File: config.mk
export PLATFORM = sky130hd
export DESIGN_NAME = clearance_move_planner_flat
export DESIGN_NICKNAME = d
export VERILOG_FILES = /design/src/rtl/cmp_pkg.sv /design/src/rtl/cmp_if.sv /design/src/rtl/cmp_front.sv /design/src/rtl/cmp_fifo.sv /design/src/rtl/cmp_back.sv /design/src/rtl/clearance_move_planner.sv /design/src/flat_wrapper.sv
export VERILOG_INCLUDE_DIRS = /design/src /design/src/rtl
export SDC_FILE = /design/constraint.sdc
export NUM_CORES = 2
export LEC_CHECK = 0
export ABC_AREA = 1
export BUFFER_PORTS_ARGS = -buffer_cell sky130_fd_sc_hd__buf_2
export CORE_MARGIN = 2
export CORE_UTILIZATION = 50
export CTS_BUF_LIST = sky130_fd_sc_hd__clkbuf_8 sky130_fd_sc_hd__clkbuf_16
export DETAILED_ROUTE_END_ITERATION = 12
export GPL_TIMING_DRIVEN = 0
export HOLD_SLACK_MARGIN = 0.06
export PLACE_DENSITY = 0.83
export RECOVER_POWER = 100
export SLEW_MARGIN = 10
export SYNTH_ARGS = -nofsm -noshare
export SYNTH_HDL_FRONTEND = slang
export SYNTH_SLANG_ARGS = --single-unit
export TNS_END_PERCENT = 50
File: constraint.sdc
create_clock -name clk_i -period 12.47 [get_ports clk_i]
set_input_delay 3.741 -clock clk_i [delete_from_list [all_inputs] [get_ports clk_i]]
set_output_delay 3.741 -clock clk_i [all_outputs]
set_load 0.005 [all_outputs]
File: src/rtl/clearance_move_planner_assert.svh
// assertion macros for the clearance move planner
`ifndef CLEARANCE_MOVE_PLANNER_ASSERT_SVH
`define CLEARANCE_MOVE_PLANNER_ASSERT_SVH

`ifndef ASSERT_OFF
`define CMP_ASSERT(lbl, clk, rst_n, prop) \
  lbl: assert property (@(posedge clk) disable iff (!rst_n) prop) \
    else $error("clearance move planner assertion failed");
`define CMP_ASSERT_NR(lbl, clk, prop) \
  lbl: assert property (@(posedge clk) prop) \
    else $error("clearance move planner assertion failed");
`else
`define CMP_ASSERT(lbl, clk, rst_n, prop)
`define CMP_ASSERT_NR(lbl, clk, prop)
`endif

`endif

File: src/rtl/cmp_pkg.sv
// types and constants shared by the clearance move planner
`default_nettype none
package cmp_pkg;

  localparam int unsigned CLR_W     = 31;
  localparam int unsigned CFG_IDX_W = 1;
  localparam int unsigned Q_DEPTH   = 2;

  localparam logic [CFG_IDX_W-1:0] CFG_RETRACT  = 1'b0;
  localparam logic [CFG_IDX_W-1:0] CFG_APPROACH = 1'b1;

  localparam logic [CLR_W-1:0] RETRACT_RST  = 31'd327680;
  localparam logic [CLR_W-1:0] APPROACH_RST = 31'd65536;

  typedef enum logic [1:0] {
    KIND_DEPART   = 2'd0,
    KIND_TRANSFER = 2'd1,
    KIND_APPROACH = 2'd2,
    KIND_CUT      = 2'd3
  } kind_e;

  typedef enum logic [1:0] {
    ST_OK         = 2'd0,
    ST_BAD_ENTITY = 2'd1,
    ST_BAD_CFG    = 2'd2
  } status_e;

  typedef struct packed {
    logic [31:0]        id;
    status_e            status;
    logic               mv;
    logic               dep_valid;
    logic signed [31:0] dx;
    logic signed [31:0] dy;
    logic signed [31:0] dz;
    logic signed [31:0] sx;
    logic signed [31:0] sy;
    logic signed [31:0] sz;
    logic signed [31:0] zr;
    logic signed [31:0] za;
  } cmd_t;

  typedef struct packed {
    logic [31:0]        out_entity;
    logic signed [31:0] pos_x;
    logic signed [31:0] pos_y;
    logic signed [31:0] pos_z;
    kind_e              point_kind;
    status_e            status;
    logic               last;
  } out_item_t;

endpackage
`default_nettype wire

File: src/rtl/cmp_if.sv
// request channel interfaces for entities in and poses out
`default_nettype none
interface cmp_in_if;
  logic               valid;
  logic               ready;
  logic [31:0]        entity_id;
  logic signed [31:0] unit_index;
  logic signed [31:0] start_x;
  logic signed [31:0] start_y;
  logic signed [31:0] start_z;
  logic signed [31:0] end_x;
  logic signed [31:0] end_y;
  logic signed [31:0] end_z;

  modport source (output valid, entity_id, unit_index, start_x, start_y, start_z,
                  end_x, end_y, end_z, input ready);
  modport sink (input valid, entity_id, unit_index, start_x, start_y, start_z,
                end_x, end_y, end_z, output ready);
endinterface

interface cmp_out_if;
  logic               valid;
  logic               ready;
  logic [31:0]        out_entity;
  logic signed [31:0] pos_x;
  logic signed [31:0] pos_y;
  logic signed [31:0] pos_z;
  logic [1:0]         point_kind;
  logic [1:0]         status;
  logic               last;

  modport source (output valid, out_entity, pos_x, pos_y, pos_z, point_kind, status,
                  last, input ready);
  modport sink (input valid, out_entity, pos_x, pos_y, pos_z, point_kind, status,
                last, output ready);
endinterface
`default_nettype wire

File: src/rtl/cmp_front.sv
// front end: checks entities, tracks the previous unit and sums clearance heights
`default_nettype none
module cmp_front import cmp_pkg::*; #(
  parameter int unsigned COORD_WIDTH = 32
) (
  input  wire logic             clk_i,
  input  wire logic             rst_ni,
  cmp_in_if.sink                in_req,
  input  wire logic [CLR_W-1:0] retract_i,
  input  wire logic [CLR_W-1:0] approach_i,
  input  wire logic             q_full_i,
  output logic                  push_o,
  output cmd_t                  cmd_o
);

  localparam int unsigned SAT_W = (COORD_WIDTH < 32) ? COORD_WIDTH : 32;
  localparam logic signed [33:0] SatHi = 34'((64'sd1 <<< (SAT_W - 1)) - 64'sd1);
  localparam logic signed [33:0] SatLo = -SatHi - 34'sd1;

  function automatic logic [31:0] sat_add(logic [31:0] z, logic [CLR_W-1:0] c);
    logic signed [33:0] s;
    s = signed'({{2{z[31]}}, z}) + signed'({3'b000, c});
    if (s > SatHi) return SatHi[31:0];
    if (s < SatLo) return SatLo[31:0];
    return s[31:0];
  endfunction

  logic               have_prev_q, have_prev_d;
  logic signed [31:0] prev_unit_q, prev_unit_d;
  logic signed [31:0] prev_x_q, prev_x_d;
  logic signed [31:0] prev_y_q, prev_y_d;
  logic signed [31:0] prev_z_q, prev_z_d;

  logic    cfg_bad, ent_bad, mv;
  status_e status;

  assign in_req.ready = !q_full_i;
  assign push_o       = in_req.valid && !q_full_i;

  assign cfg_bad = (retract_i == '0) || (approach_i > retract_i);
  assign ent_bad = (in_req.entity_id == '0) || in_req.unit_index[31];
  assign mv      = !have_prev_q || (prev_unit_q != in_req.unit_index);

  always_comb begin
    if (cfg_bad) begin
      status = ST_BAD_CFG;
    end else if (ent_bad) begin
      status = ST_BAD_ENTITY;
    end else begin
      status = ST_OK;
    end
  end

  always_comb begin
    cmd_o.id        = in_req.entity_id;
    cmd_o.status    = status;
    cmd_o.mv        = mv;
    cmd_o.dep_valid = have_prev_q && mv;
    cmd_o.dx        = prev_x_q;
    cmd_o.dy        = prev_y_q;
    cmd_o.dz        = sat_add(prev_z_q, retract_i);
    cmd_o.sx        = in_req.start_x;
    cmd_o.sy        = in_req.start_y;
    cmd_o.sz        = in_req.start_z;
    cmd_o.zr        = sat_add(in_req.start_z, retract_i);
    cmd_o.za        = sat_add(in_req.start_z, approach_i);
    if (status != ST_OK) begin
      cmd_o.dx = '0;
      cmd_o.dy = '0;
      cmd_o.dz = '0;
    end
  end

  always_comb begin
    have_prev_d = have_prev_q;
    prev_unit_d = prev_unit_q;
    prev_x_d    = prev_x_q;
    prev_y_d    = prev_y_q;
    prev_z_d    = prev_z_q;
    if (push_o && status == ST_OK) begin
      have_prev_d = 1'b1;
      prev_unit_d = in_req.unit_index;
      prev_x_d    = in_req.end_x;
      prev_y_d    = in_req.end_y;
      prev_z_d    = in_req.end_z;
    end
  end

  always_ff @(posedge clk_i or negedge rst_ni) begin
    if (!rst_ni) begin
      have_prev_q <= 1'b0;
      prev_unit_q <= '0;
      prev_x_q    <= '0;
      prev_y_q    <= '0;
      prev_z_q    <= '0;
    end else begin
      have_prev_q <= have_prev_d;
      prev_unit_q <= prev_unit_d;
      prev_x_q    <= prev_x_d;
      prev_y_q    <= prev_y_d;
      prev_z_q    <= prev_z_d;
    end
  end

endmodule
`default_nettype wire

File: src/rtl/cmp_fifo.sv
// short command queue between front and back end
`default_nettype none
module cmp_fifo import cmp_pkg::*; #(
  parameter int unsigned WIDTH = 8
) (
  input  wire logic             clk_i,
  input  wire logic             rst_ni,
  input  wire logic             push_i,
  input  wire logic [WIDTH-1:0] wdata_i,
  input  wire logic             pop_i,
  output logic                  full_o,
  output logic                  valid_o,
  output logic [WIDTH-1:0]      rdata_o
);

  localparam int unsigned PTR_W = $clog2(Q_DEPTH);
  localparam int unsigned CNT_W = $clog2(Q_DEPTH + 1);

  logic [WIDTH-1:0] mem_q [Q_DEPTH];
  logic [PTR_W-1:0] wr_ptr_q, wr_ptr_d, rd_ptr_q, rd_ptr_d;
  logic [CNT_W-1:0] cnt_q, cnt_d;
  logic             do_push, do_pop;

  assign full_o  = (cnt_q == CNT_W'(Q_DEPTH));
  assign valid_o = (cnt_q != '0);
  assign rdata_o = mem_q[rd_ptr_q];
  assign do_push = push_i && !full_o;
  assign do_pop  = pop_i && valid_o;

  always_comb begin
    wr_ptr_d = wr_ptr_q;
    rd_ptr_d = rd_ptr_q;
    cnt_d    = cnt_q;
    if (do_push) begin
      wr_ptr_d = (wr_ptr_q == PTR_W'(Q_DEPTH - 1)) ? '0 : wr_ptr_q + 1'b1;
    end
    if (do_pop) begin
      rd_ptr_d = (rd_ptr_q == PTR_W'(Q_DEPTH - 1)) ? '0 : rd_ptr_q + 1'b1;
    end
    if (do_push && !do_pop) begin
      cnt_d = cnt_q + 1'b1;
    end else if (do_pop && !do_push) begin
      cnt_d = cnt_q - 1'b1;
    end
  end

  always_ff @(posedge clk_i or negedge rst_ni) begin
    if (!rst_ni) begin
      wr_ptr_q <= '0;
      rd_ptr_q <= '0;
      cnt_q    <= '0;
    end else begin
      wr_ptr_q <= wr_ptr_d;
      rd_ptr_q <= rd_ptr_d;
      cnt_q    <= cnt_d;
    end
  end

  always_ff @(posedge clk_i) begin
    if (do_push) begin
      mem_q[wr_ptr_q] <= wdata_i;
    end
  end

endmodule
`default_nettype wire

File: src/rtl/cmp_back.sv
// back end: drops repeated poses and issues one pose per cycle into the output register while the output is not stalled
`default_nettype none
module cmp_back import cmp_pkg::*; (
  input  wire logic clk_i,
  input  wire logic rst_ni,
  input  wire logic q_valid_i,
  input  wire cmd_t q_cmd_i,
  output logic      pop_o,
  output logic      out_valid_o,
  output out_item_t out_item_o,
  input  wire logic out_ready_i
);

  function automatic logic [3:0] keep_mask(cmd_t c);
    logic eq10, eq21, eq32;
    eq10 = (c.sx == c.dx) && (c.sy == c.dy) && (c.zr == c.dz);
    eq21 = (c.za == c.zr);
    eq32 = (c.sz == c.za);
    if (c.status != ST_OK) return 4'b0001;
    return {!(c.mv && eq32), c.mv && !eq21, c.mv && !(c.dep_valid && eq10), c.dep_valid};
  endfunction

  cmd_t        cmd_q;
  logic [3:0]  mask_q, mask_d;
  logic        out_valid_q, out_valid_d;
  out_item_t   out_q;
  kind_e       kind;
  logic [3:0]  onehot;
  logic        last, advance;
  logic signed [31:0] px, py, pz;

  always_comb begin
    if (mask_q[0]) begin
      kind = KIND_DEPART;
    end else if (mask_q[1]) begin
      kind = KIND_TRANSFER;
    end else if (mask_q[2]) begin
      kind = KIND_APPROACH;
    end else begin
      kind = KIND_CUT;
    end
  end

  always_comb begin
    unique case (kind)
      KIND_DEPART: begin
        px = cmd_q.dx; py = cmd_q.dy; pz = cmd_q.dz;
      end
      KIND_TRANSFER: begin
        px = cmd_q.sx; py = cmd_q.sy; pz = cmd_q.zr;
      end
      KIND_APPROACH: begin
        px = cmd_q.sx; py = cmd_q.sy; pz = cmd_q.za;
      end
      default: begin
        px = cmd_q.sx; py = cmd_q.sy; pz = cmd_q.sz;
      end
    endcase
  end

  assign onehot  = 4'b0001 << kind;
  assign last    = ((mask_q & ~onehot) == '0);
  assign advance = (mask_q != '0) && (!out_valid_q || out_ready_i);
  assign pop_o   = q_valid_i && ((mask_q == '0) || (advance && last));

  always_comb begin
    mask_d = mask_q;
    if (pop_o) begin
      mask_d = keep_mask(q_cmd_i);
    end else if (advance) begin
      mask_d = mask_q & ~onehot;
    end
  end

  always_comb begin
    out_valid_d = out_valid_q;
    if (advance) begin
      out_valid_d = 1'b1;
    end else if (out_ready_i) begin
      out_valid_d = 1'b0;
    end
  end

  always_ff @(posedge clk_i or negedge rst_ni) begin
    if (!rst_ni) begin
      mask_q      <= '0;
      out_valid_q <= 1'b0;
    end else begin
      mask_q      <= mask_d;
      out_valid_q <= out_valid_d;
    end
  end

  always_ff @(posedge clk_i) begin
    if (pop_o) begin
      cmd_q <= q_cmd_i;
    end
    if (advance) begin
      out_q.out_entity <= cmd_q.id;
      out_q.pos_x      <= px;
      out_q.pos_y      <= py;
      out_q.pos_z      <= pz;
      out_q.point_kind <= kind;
      out_q.status     <= cmd_q.status;
      out_q.last       <= last;
    end
  end

  assign out_valid_o = out_valid_q;
  assign out_item_o  = out_q;

endmodule
`default_nettype wire

File: src/rtl/clearance_move_planner.sv
// clearance move planner top level: config registers, front end, queue, back end
// the first pose of an entity passes through the command queue, the back end command register and the output register
// throughput: one pose per cycle from the back end while the output is not stalled; an entity gives
// 1 to 4 poses, those left after repeated poses are dropped; errors give one pose
// the front end takes a new entity whenever the 2-entry command queue has room
// reset: asynchronous active low, clears history, queue, output valid, loads clearances
`default_nettype none
`include "clearance_move_planner_assert.svh"
module clearance_move_planner import cmp_pkg::*; #(
  parameter int unsigned COORD_WIDTH = 32
) (
  input  wire logic                 clk_i,
  input  wire logic                 rst_ni,
  input  wire logic                 cfg_we_i,
  input  wire logic [CFG_IDX_W-1:0] cfg_idx_i,
  input  wire logic [CLR_W-1:0]     cfg_wdata_i,
  cmp_in_if.sink                    in_req,
  cmp_out_if.source                 out_req
);

  logic [CLR_W-1:0] retract_q, retract_d, approach_q, approach_d;
  logic             push, q_full, q_valid, pop, out_valid;
  cmd_t             push_cmd, head_cmd;
  out_item_t        out_item;

  always_comb begin
    retract_d  = retract_q;
    approach_d = approach_q;
    if (cfg_we_i) begin
      unique case (cfg_idx_i)
        CFG_RETRACT:  retract_d  = cfg_wdata_i;
        CFG_APPROACH: approach_d = cfg_wdata_i;
        default:      retract_d  = retract_q;
      endcase
    end
  end

  always_ff @(posedge clk_i or negedge rst_ni) begin
    if (!rst_ni) begin
      retract_q  <= RETRACT_RST;
      approach_q <= APPROACH_RST;
    end else begin
      retract_q  <= retract_d;
      approach_q <= approach_d;
    end
  end

  cmp_front #(.COORD_WIDTH(COORD_WIDTH)) u_front (
    .clk_i      (clk_i),
    .rst_ni     (rst_ni),
    .in_req     (in_req),
    .retract_i  (retract_q),
    .approach_i (approach_q),
    .q_full_i   (q_full),
    .push_o     (push),
    .cmd_o      (push_cmd)
  );

  cmp_fifo #(.WIDTH($bits(cmd_t))) u_fifo (
    .clk_i   (clk_i),
    .rst_ni  (rst_ni),
    .push_i  (push),
    .wdata_i (push_cmd),
    .pop_i   (pop),
    .full_o  (q_full),
    .valid_o (q_valid),
    .rdata_o (head_cmd)
  );

  cmp_back u_back (
    .clk_i       (clk_i),
    .rst_ni      (rst_ni),
    .q_valid_i   (q_valid),
    .q_cmd_i     (head_cmd),
    .pop_o       (pop),
    .out_valid_o (out_valid),
    .out_item_o  (out_item),
    .out_ready_i (out_req.ready)
  );

  assign out_req.valid      = out_valid;
  assign out_req.out_entity = out_item.out_entity;
  assign out_req.pos_x      = out_item.pos_x;
  assign out_req.pos_y      = out_item.pos_y;
  assign out_req.pos_z      = out_item.pos_z;
  assign out_req.point_kind = out_item.point_kind;
  assign out_req.status     = out_item.status;
  assign out_req.last       = out_item.last;

  `CMP_ASSERT(a_err_single, clk_i, rst_ni, (out_req.valid && out_req.status != ST_OK) |-> (out_req.last && out_req.point_kind == KIND_DEPART))
  `CMP_ASSERT(a_cut_is_last, clk_i, rst_ni, (out_req.valid && !out_req.last) |-> (out_req.point_kind != KIND_CUT))
  `CMP_ASSERT(a_no_gap, clk_i, rst_ni, (out_req.valid && out_req.ready && !out_req.last) |=> out_req.valid)

endmodule
`default_nettype wire
File: src/flat_wrapper.sv
// flat-port wrapper written by rule: the top's interface ports become plain ports
module clearance_move_planner_flat import cmp_pkg::*;
#(
  parameter int unsigned COORD_WIDTH = 32
)
  (clk_i, rst_ni, cfg_we_i, cfg_idx_i, cfg_wdata_i, in_req_valid, in_req_entity_id, in_req_unit_index, in_req_start_x, in_req_start_y, in_req_start_z, in_req_end_x, in_req_end_y, in_req_end_z, in_req_ready, out_req_valid, out_req_out_entity, out_req_pos_x, out_req_pos_y, out_req_pos_z, out_req_point_kind, out_req_status, out_req_last, out_req_ready);
  cmp_in_if in_req_i ();
  cmp_out_if out_req_i ();
  input  wire logic clk_i;
  input  wire logic rst_ni;
  input  wire logic cfg_we_i;
  input  wire logic [CFG_IDX_W-1:0] cfg_idx_i;
  input  wire logic [CLR_W-1:0] cfg_wdata_i;
  input wire logic [$bits(in_req_i.valid)-1:0] in_req_valid;
  input wire logic [$bits(in_req_i.entity_id)-1:0] in_req_entity_id;
  input wire logic [$bits(in_req_i.unit_index)-1:0] in_req_unit_index;
  input wire logic [$bits(in_req_i.start_x)-1:0] in_req_start_x;
  input wire logic [$bits(in_req_i.start_y)-1:0] in_req_start_y;
  input wire logic [$bits(in_req_i.start_z)-1:0] in_req_start_z;
  input wire logic [$bits(in_req_i.end_x)-1:0] in_req_end_x;
  input wire logic [$bits(in_req_i.end_y)-1:0] in_req_end_y;
  input wire logic [$bits(in_req_i.end_z)-1:0] in_req_end_z;
  output wire logic [$bits(in_req_i.ready)-1:0] in_req_ready;
  output wire logic [$bits(out_req_i.valid)-1:0] out_req_valid;
  output wire logic [$bits(out_req_i.out_entity)-1:0] out_req_out_entity;
  output wire logic [$bits(out_req_i.pos_x)-1:0] out_req_pos_x;
  output wire logic [$bits(out_req_i.pos_y)-1:0] out_req_pos_y;
  output wire logic [$bits(out_req_i.pos_z)-1:0] out_req_pos_z;
  output wire logic [$bits(out_req_i.point_kind)-1:0] out_req_point_kind;
  output wire logic [$bits(out_req_i.status)-1:0] out_req_status;
  output wire logic [$bits(out_req_i.last)-1:0] out_req_last;
  input wire logic [$bits(out_req_i.ready)-1:0] out_req_ready;
  assign in_req_i.valid = in_req_valid;
  assign in_req_i.entity_id = in_req_entity_id;
  assign in_req_i.unit_index = in_req_unit_index;
  assign in_req_i.start_x = in_req_start_x;
  assign in_req_i.start_y = in_req_start_y;
  assign in_req_i.start_z = in_req_start_z;
  assign in_req_i.end_x = in_req_end_x;
  assign in_req_i.end_y = in_req_end_y;
  assign in_req_i.end_z = in_req_end_z;
  assign in_req_ready = in_req_i.ready;
  assign out_req_valid = out_req_i.valid;
  assign out_req_out_entity = out_req_i.out_entity;
  assign out_req_pos_x = out_req_i.pos_x;
  assign out_req_pos_y = out_req_i.pos_y;
  assign out_req_pos_z = out_req_i.pos_z;
  assign out_req_point_kind = out_req_i.point_kind;
  assign out_req_status = out_req_i.status;
  assign out_req_last = out_req_i.last;
  assign out_req_i.ready = out_req_ready;
  clearance_move_planner #(.COORD_WIDTH(COORD_WIDTH)) u_core (.clk_i(clk_i), .rst_ni(rst_ni), .cfg_we_i(cfg_we_i), .cfg_idx_i(cfg_idx_i), .cfg_wdata_i(cfg_wdata_i), .in_req(in_req_i), .out_req(out_req_i));
endmodule
; After elaboration in Yosys (flattened, before gate mapping)
; Memories as Yosys holds them, arrays and structs flattened.
; Cells that the tools add are included.
[totals]
reg_bits = 623
latchBits = 0
ram_bits = 584
romBits = 0
inputBits = 293
output_inout_bits = 135
wordCells = 145
memories = 1
[classes]
addsub = 7
mul = 0
div_mod_pow = 0
magnitude_cmp = 7
n_eq_ne = 9
n_shift = 1
mux = 44
bitwise_logic = 3
reduce_logical = 44
[mem_list]
columns = memory, words, word_bits, read_ports, rd_ports_with_merged_regs, wr, line
row1 = u_core.u_fifo.mem_q, 2, 292, 1, 0, 1, cmp_fifo.sv:19  ; logic [WIDTH-1:0] mem_q [Q_DEPTH];
[op_table]
columns = operator, n
row1 = 32-bit two-way mux, 14
row2 = 32-bit == test, 5
row3 = 32-bit by 32-bit adder with 33-bit output, 3
row4 = 33-bit by 32-bit > comparator with 1-bit output (second input constant), 3
row5 = 33-bit by 32-bit < comparator with 1-bit output (second input constant), 3
row6 = 96-bit two-way mux, 1
row7 = 32-bit one-hot mux with 3 select lines, 1
row8 = 32-bit zero test, 1
row9 = 32-bit != test, 1
row10 = 31-bit > comparator, 1
row11 = 31-bit zero test, 1
row12 = 1-bit two-way mux, 19
row13 = 1-bit logical AND, 16
row14 = 4-bit two-way mux, 4
row15 = 2-bit nonzero test, 6
row16 = 2-bit two-way mux, 5
row17 = 1-bit zero test, 8
row18 = 4-bit zero test, 2
row19 = 1-bit logical OR, 5
row20 = 4-bit bitwise AND, 1
row21 = 2-bit == test (second input constant), 2
row22 = 2-bit zero test, 2
row23 = 4-bit inverter, 1
row24 = 2-bit AND reduction, 2
row25 = other kinds (7), 8

; Longest topological paths before layout
[logic_depth]
ltp_word = 14
ltp_mapped = 18
ltp_nobuf = 16

; By module
; From an unflattened synthesis, not the netlist that was laid out.
[unflattened]
hier_cells = 5767
hier_area_um2 = 56658.1
[modules_own_cells]
columns = module, n_inst, cells_each, area_per_inst_um2, seq_area_each_um2
row1 = cmp_fifo, 1, 1557, 21576.9, 17636.9
row2 = cmp_back, 1, 1455, 17259.1, 12827.3
row3 = cmp_front, 1, 2484, 15314.7, 3228.1
row4 = clearance_move_planner, 1, 271, 2507.4, 1555.2

; Least setup slack after synthesis
; OpenSTA, ideal clock, no wires.
[synth_path]
kind = input -> register
start = input in_req_valid
end = memory u_core.u_fifo.mem_q[1][0] (netlist bit) (enable)
setup_ns = 0.951
arrival_time_ns = 15.941
t_required_ns = 11.519
setup_slack_ns = -4.422
cell_stages = 2
path_buffers = 0
path_cell_list = nand2_1 > nor2_1
[synth_between]
elab_chain_len = 4
[synth_rtl]
columns = item, line
row1 = "start, declared", flat_wrapper.sv:14  ; input wire logic [$bits(in_req_i.valid)-1:0] in_req_valid;
row2 = 1-bit logical AND, cmp_front.sv:38  ; assign push_o = in_req.valid && !q_full_i;
row3 = 1-bit logical AND, cmp_fifo.sv:27  ; assign do_push = push_i && !full_o;
row4 = 1-bit two-way mux, cmp_fifo.sv:60  ; if (do_push) begin
row5 = 1-bit two-way mux (not written as such), cmp_fifo.sv:61  ; mem_q[wr_ptr_q] <= wdata_i;
row6 = "end, declared", cmp_fifo.sv:19
; No other way between the ends.

; Final worst setup path
[layout_path]
start = input out_req_ready
end = register u_core.u_back.cmd_q[289] (netlist bit) (enable)
[layout_between]
elab_chain_len = 5
[layout_rtl]
columns = item, line
row1 = "start, declared", flat_wrapper.sv:32  ; input wire logic [$bits(out_req_i.ready)-1:0] out_req_ready;
row2 = 1-bit logical OR, cmp_back.sv:63  ; assign advance = (mask_q != '0) && (!out_valid_q || out_ready_i);
row3 = 1-bit logical AND, cmp_back.sv:63
row4 = 1-bit logical AND, cmp_back.sv:64  ; assign pop_o = q_valid_i && ((mask_q == '0) || (advance && last));
row5 = 1-bit logical OR, cmp_back.sv:64
row6 = 1-bit logical AND, cmp_back.sv:64
row7 = via u_core.pop, clearance_move_planner.sv:22  ; logic push, q_full, q_valid, pop, out_valid;
row8 = "end signal, assigned", cmp_back.sv:96  ; cmd_q <= q_cmd_i;
row9 = "end, declared", cmp_back.sv:23  ; cmd_t cmd_q;
; The timed path passes the listed nets, and every way through them passes these cells.
; A chain may end at the register's enable or synchronous reset.

==> key figures <==
CTS
  – Clk_lat worst skew: 0.75 ns
  – Root buf cell: clkbuf_16
  – CTS tree: done
  – Clock-pin slew on the worst setup and hold paths: 0.06 ns
  – H-tree Lvls: 3
  – CTS Buf Count: 118
  – Clock tree buffer depth: 3
  – Post-CTS Setup Bufs: 0
  – Hold-fix buffers, CTS: 0
  – PostCTS Resize Cnt: 0
  – Clock sinks: 1207

Detailed routing
  – WL per Instance: 25.6 um
  – 1st-iter DRT viols: 6965
  – Vias per cell: 5.77
  – # DRC: 0
  – Routed wire length: 199 mm
  – DRT Pass-1 Iters: 10
  – Total number of vias: 44.9k
  – DRT antenna net count: 0

Timing
  – Setup_tns: 0 ns
  – Minimum clock period: 8.97 ns
  – Worst-Margin Slew: 5.38 ns
  – Hold slack: 0.416 ns
  – Max-slew headroom: -259%
  – Final hold viol count: 0
  – Worst Skew: 0.0673 ns
  – Final period util: 71.9%
  – Endpoints failing setup: 0
  – Final setup margin: 3.50 ns
  – Slew Limit Fails: 541
  – RSZ-0062 raised after global routing: no
  – FMAX: 111 MHz

Final layout
  – Commonest non-fill, non-tap cell in the layout: nand2_1
  – Layout area overhead: 13.5%
  – Fraction of layout cells with a size suffix above 1: 7.14%
  – Final #Nets: 6596
  – Commonest cells after routing, fill and taps aside: 2176 x nand2_1, 1007 x edfxtp_1, 554 x inv_1
  – Fin cells: 7782
  – Register area: 0.0352 mm2
  – Multi-input logic area: 0.0172 mm2
  – Fillers: 9314

Power and ir drop
  – Worst VDD drop: 0.000220 V
  – Sw Ratio: 42.5%
  – Design Power: 17.4 mW
  – Int Pwr: 10.0 mW
  – Pwr dens: 276 mW/mm2
  – Part of the power in registers: 40.8%
  – Clk pwr share: 20.1%
  – Pleak: 27.3 nW
  – Combinational share of power: 39.1%
  – Psw: 7.41 mW

Critical path
  – Startpoint types: input pin
  – Slowest CP cell: clkbuf_1
  – CP Max Fanout: 108
  – Worst path arrival time: 9.17 ns
  – Cell mode on critical path: nand2_1
  – CP peak stage delay: 3.81 ns
  – Crit path cell chain: buf_2, nor2_1, inv_1, nand2_1, nand2_1, o21ai_0, inv_8, clkbuf_1
  – CP bufs+invs: 4
  – Family with the most delay on the worst path: buffers and inverters
  – Crit Path Category: in -> reg
  – Nature of the critical path endpoint: register
  – Req. time, crit path: 12.67 ns

Global route
  – Largest net degree at the start of global routing: 109
  – Overflow after GRT: 0
  – Initial antenna violation count: 42
  – Number of global-route vias before repair: 42.5k
  – Tot GR Track Use: 34.5%
  – First-pass GRT wire length: 280 mm

Floorplan
  – Initial Util: 50.3%
  – Die W: 338 um
  – Total Die Area: 0.114 mm2
  – # IOs: 428
  – Die Y: 338 um
  – Core ar.: 0.111 mm2
  – Rows: 122

Yosys
  – Cell Area, Synth: 0.0556 mm2
  – Synth Net Count: 6015
  – Synth Area in Compound Gates: 5.20%
  – Synthesized area per cell: 9.95 um2
  – Post-synthesis simple-gate area fraction: 20.7%
  – Largest family of logic cells by synthesized area: simple AND/OR/NAND/NOR gates
  – Mux cell area share after synthesis: 0.0360%
  – Post-Synth Adder-Cell Area: 2.92%
  – Fraction of registers with async set/reset: 16.6%
  – Top FF cell, synth: edfxtp_1
  – Seq/Total Area, Yosys: 63.4%
  – Number of synthesized flops with an enable pin: 1007
  – Synth Area in XOR/XNOR: 2.17%
  – FF+latch count, synth: 1207
  – Synth warnings: 0
  – Post-Syn Instances: 5594
  – Distinct cell type count after synthesis: 52

Place
  – Port bufs: 427
  – Detail Placement HPWL: 151 mm
  – Dpl ws: 5.62 ns
  – Final Wtd Congestion: 1.01
  – Placed Cells: 7543

Job
  – Reported max-cap violation count: 22

Status
  – Failing checks: max-capacitance violations, max-slew violations
  – Outcome: finished, violations left

Hold path
  – HP Class: reg -> reg
-- metrics by stage --
step                util [%]  instance area (um2)
floorplan                  -                55600
global placement        54.0                59600
detailed placement      54.7                60500
CTS                     58.1                64300
global route            57.1                63100
finish                  57.1                63100
-- metal layers --
layer	part of all wire (%)	track usage [%]	up-vias	wire length, um
met4	7.8	22.9	44	15600
met5	0.14	0	-	282
met3	15	12.0	849	30300
li1	-	-	19800	-
met2	42	50.7	3367	84400
met1	34	43.2	20900	68700
-- path summary, 6_finish.rpt --
check                                                     from                                       to  slack, ns  cells past startpoint
max reg2reg                u_core.u_back.mask_q[1]$_DFFE_PN0P_       u_core.u_back.cmd_q[289]$_DFFE_PP_       5.30                     10
min in group asynchronous                               rst_ni        u_core.approach_q[26]$_DFFE_PN0P_       2.87                      1
min reg2reg                 u_core.u_back.cmd_q[289]$_DFFE_PP_  u_core.u_back.out_item_o[130]$_DFFE_PP_       0.42                      0
max                                              out_req_ready       u_core.u_back.cmd_q[289]$_DFFE_PP_       3.50                      8
max in group asynchronous                               rst_ni   u_core.u_front.prev_x_q[5]$_DFFE_PN0P_       8.28                      3
min                         u_core.u_back.cmd_q[289]$_DFFE_PP_  u_core.u_back.out_item_o[130]$_DFFE_PP_       0.42                      0
-- power by group through the flow --
| stage | Clock (mW) | Sequential, mW | Combinational (mW) |
|---|---|---|---|
| floorplan | 0 | 7.21 | 3.70 |
| global placement | 0 | 7.52 | 6.36 |
| detailed placement | 0 | 7.08 | 6.75 |
| CTS | 3.50 | 7.01 | 6.79 |
| global route | 3.66 | 7.22 | 7.12 |
| finish | 3.50 | 7.11 | 6.83 |
-- cell usage after synthesis, drive strengths merged, types with 71 or more instances --
| cell | number | area [um2] |
|---|---|---|
| nand4 | 190 | 1190 |
| a21oi | 186 | 935 |
| o21ai | 301 | 1530 |
| buf | 134 | 862 |
| edfxtp | 1007 | 30200 |
| xor2 | 71 | 622 |
| dfrtp | 197 | 4930 |
| nand2 | 2177 | 8180 |
| nor2 | 282 | 1070 |
| ha | 125 | 1560 |
| inv | 535 | 2010 |
| nand3 | 107 | 551 |
-- flip-flops by register name, summed over array words and instances (netlist names) --
signal	cells
u_core.u_back.mask_q	4
u_core.u_back.out_valid_o	1
u_core.u_fifo.mem_q	584
u_core.u_back.out_item_o	133
u_core.u_back.cmd_q	290
u_core.u_front.prev_x_q	32
u_core.u_fifo.rd_ptr_q	1
u_core.u_fifo.cnt_q	2
u_core.u_front.prev_unit_q	32
u_core.u_fifo.wr_ptr_q	1
u_core.retract_q	31
u_core.u_front.prev_y_q	32
u_core.approach_q	31
u_core.u_front.prev_z_q	32
u_core.u_front.have_prev_q	1
-- cells by family (layout without fill, tap and decap cells) --
logic type / Yosys count / count (layout)
simple gates: 2839 / 2839
flops: 1207 / 1207
buf+inv: 738 / 1420
compound gates: 542 / 542
xor+xnor: 138 / 138
fa+ha+maj: 128 / 128
mux: 2 / 2
other cells: 0 / 18
-- cell type report --
type | count | area share, %
Antenna cell | 18 | 0.0713
Buffer | 203 | 1.36
Clock buffer | 120 | 4.72
Clock inverter | 101 | 1.31
Inverter | 535 | 3.19
Multi-Input combinational cell | 3649 | 27.2
Sequential cell | 1207 | 55.8
Tap cell | 1488 | 2.95
Timing Repair Buffer | 461 | 3.32
Note: power is estimated with default switching activity, not from simulation.
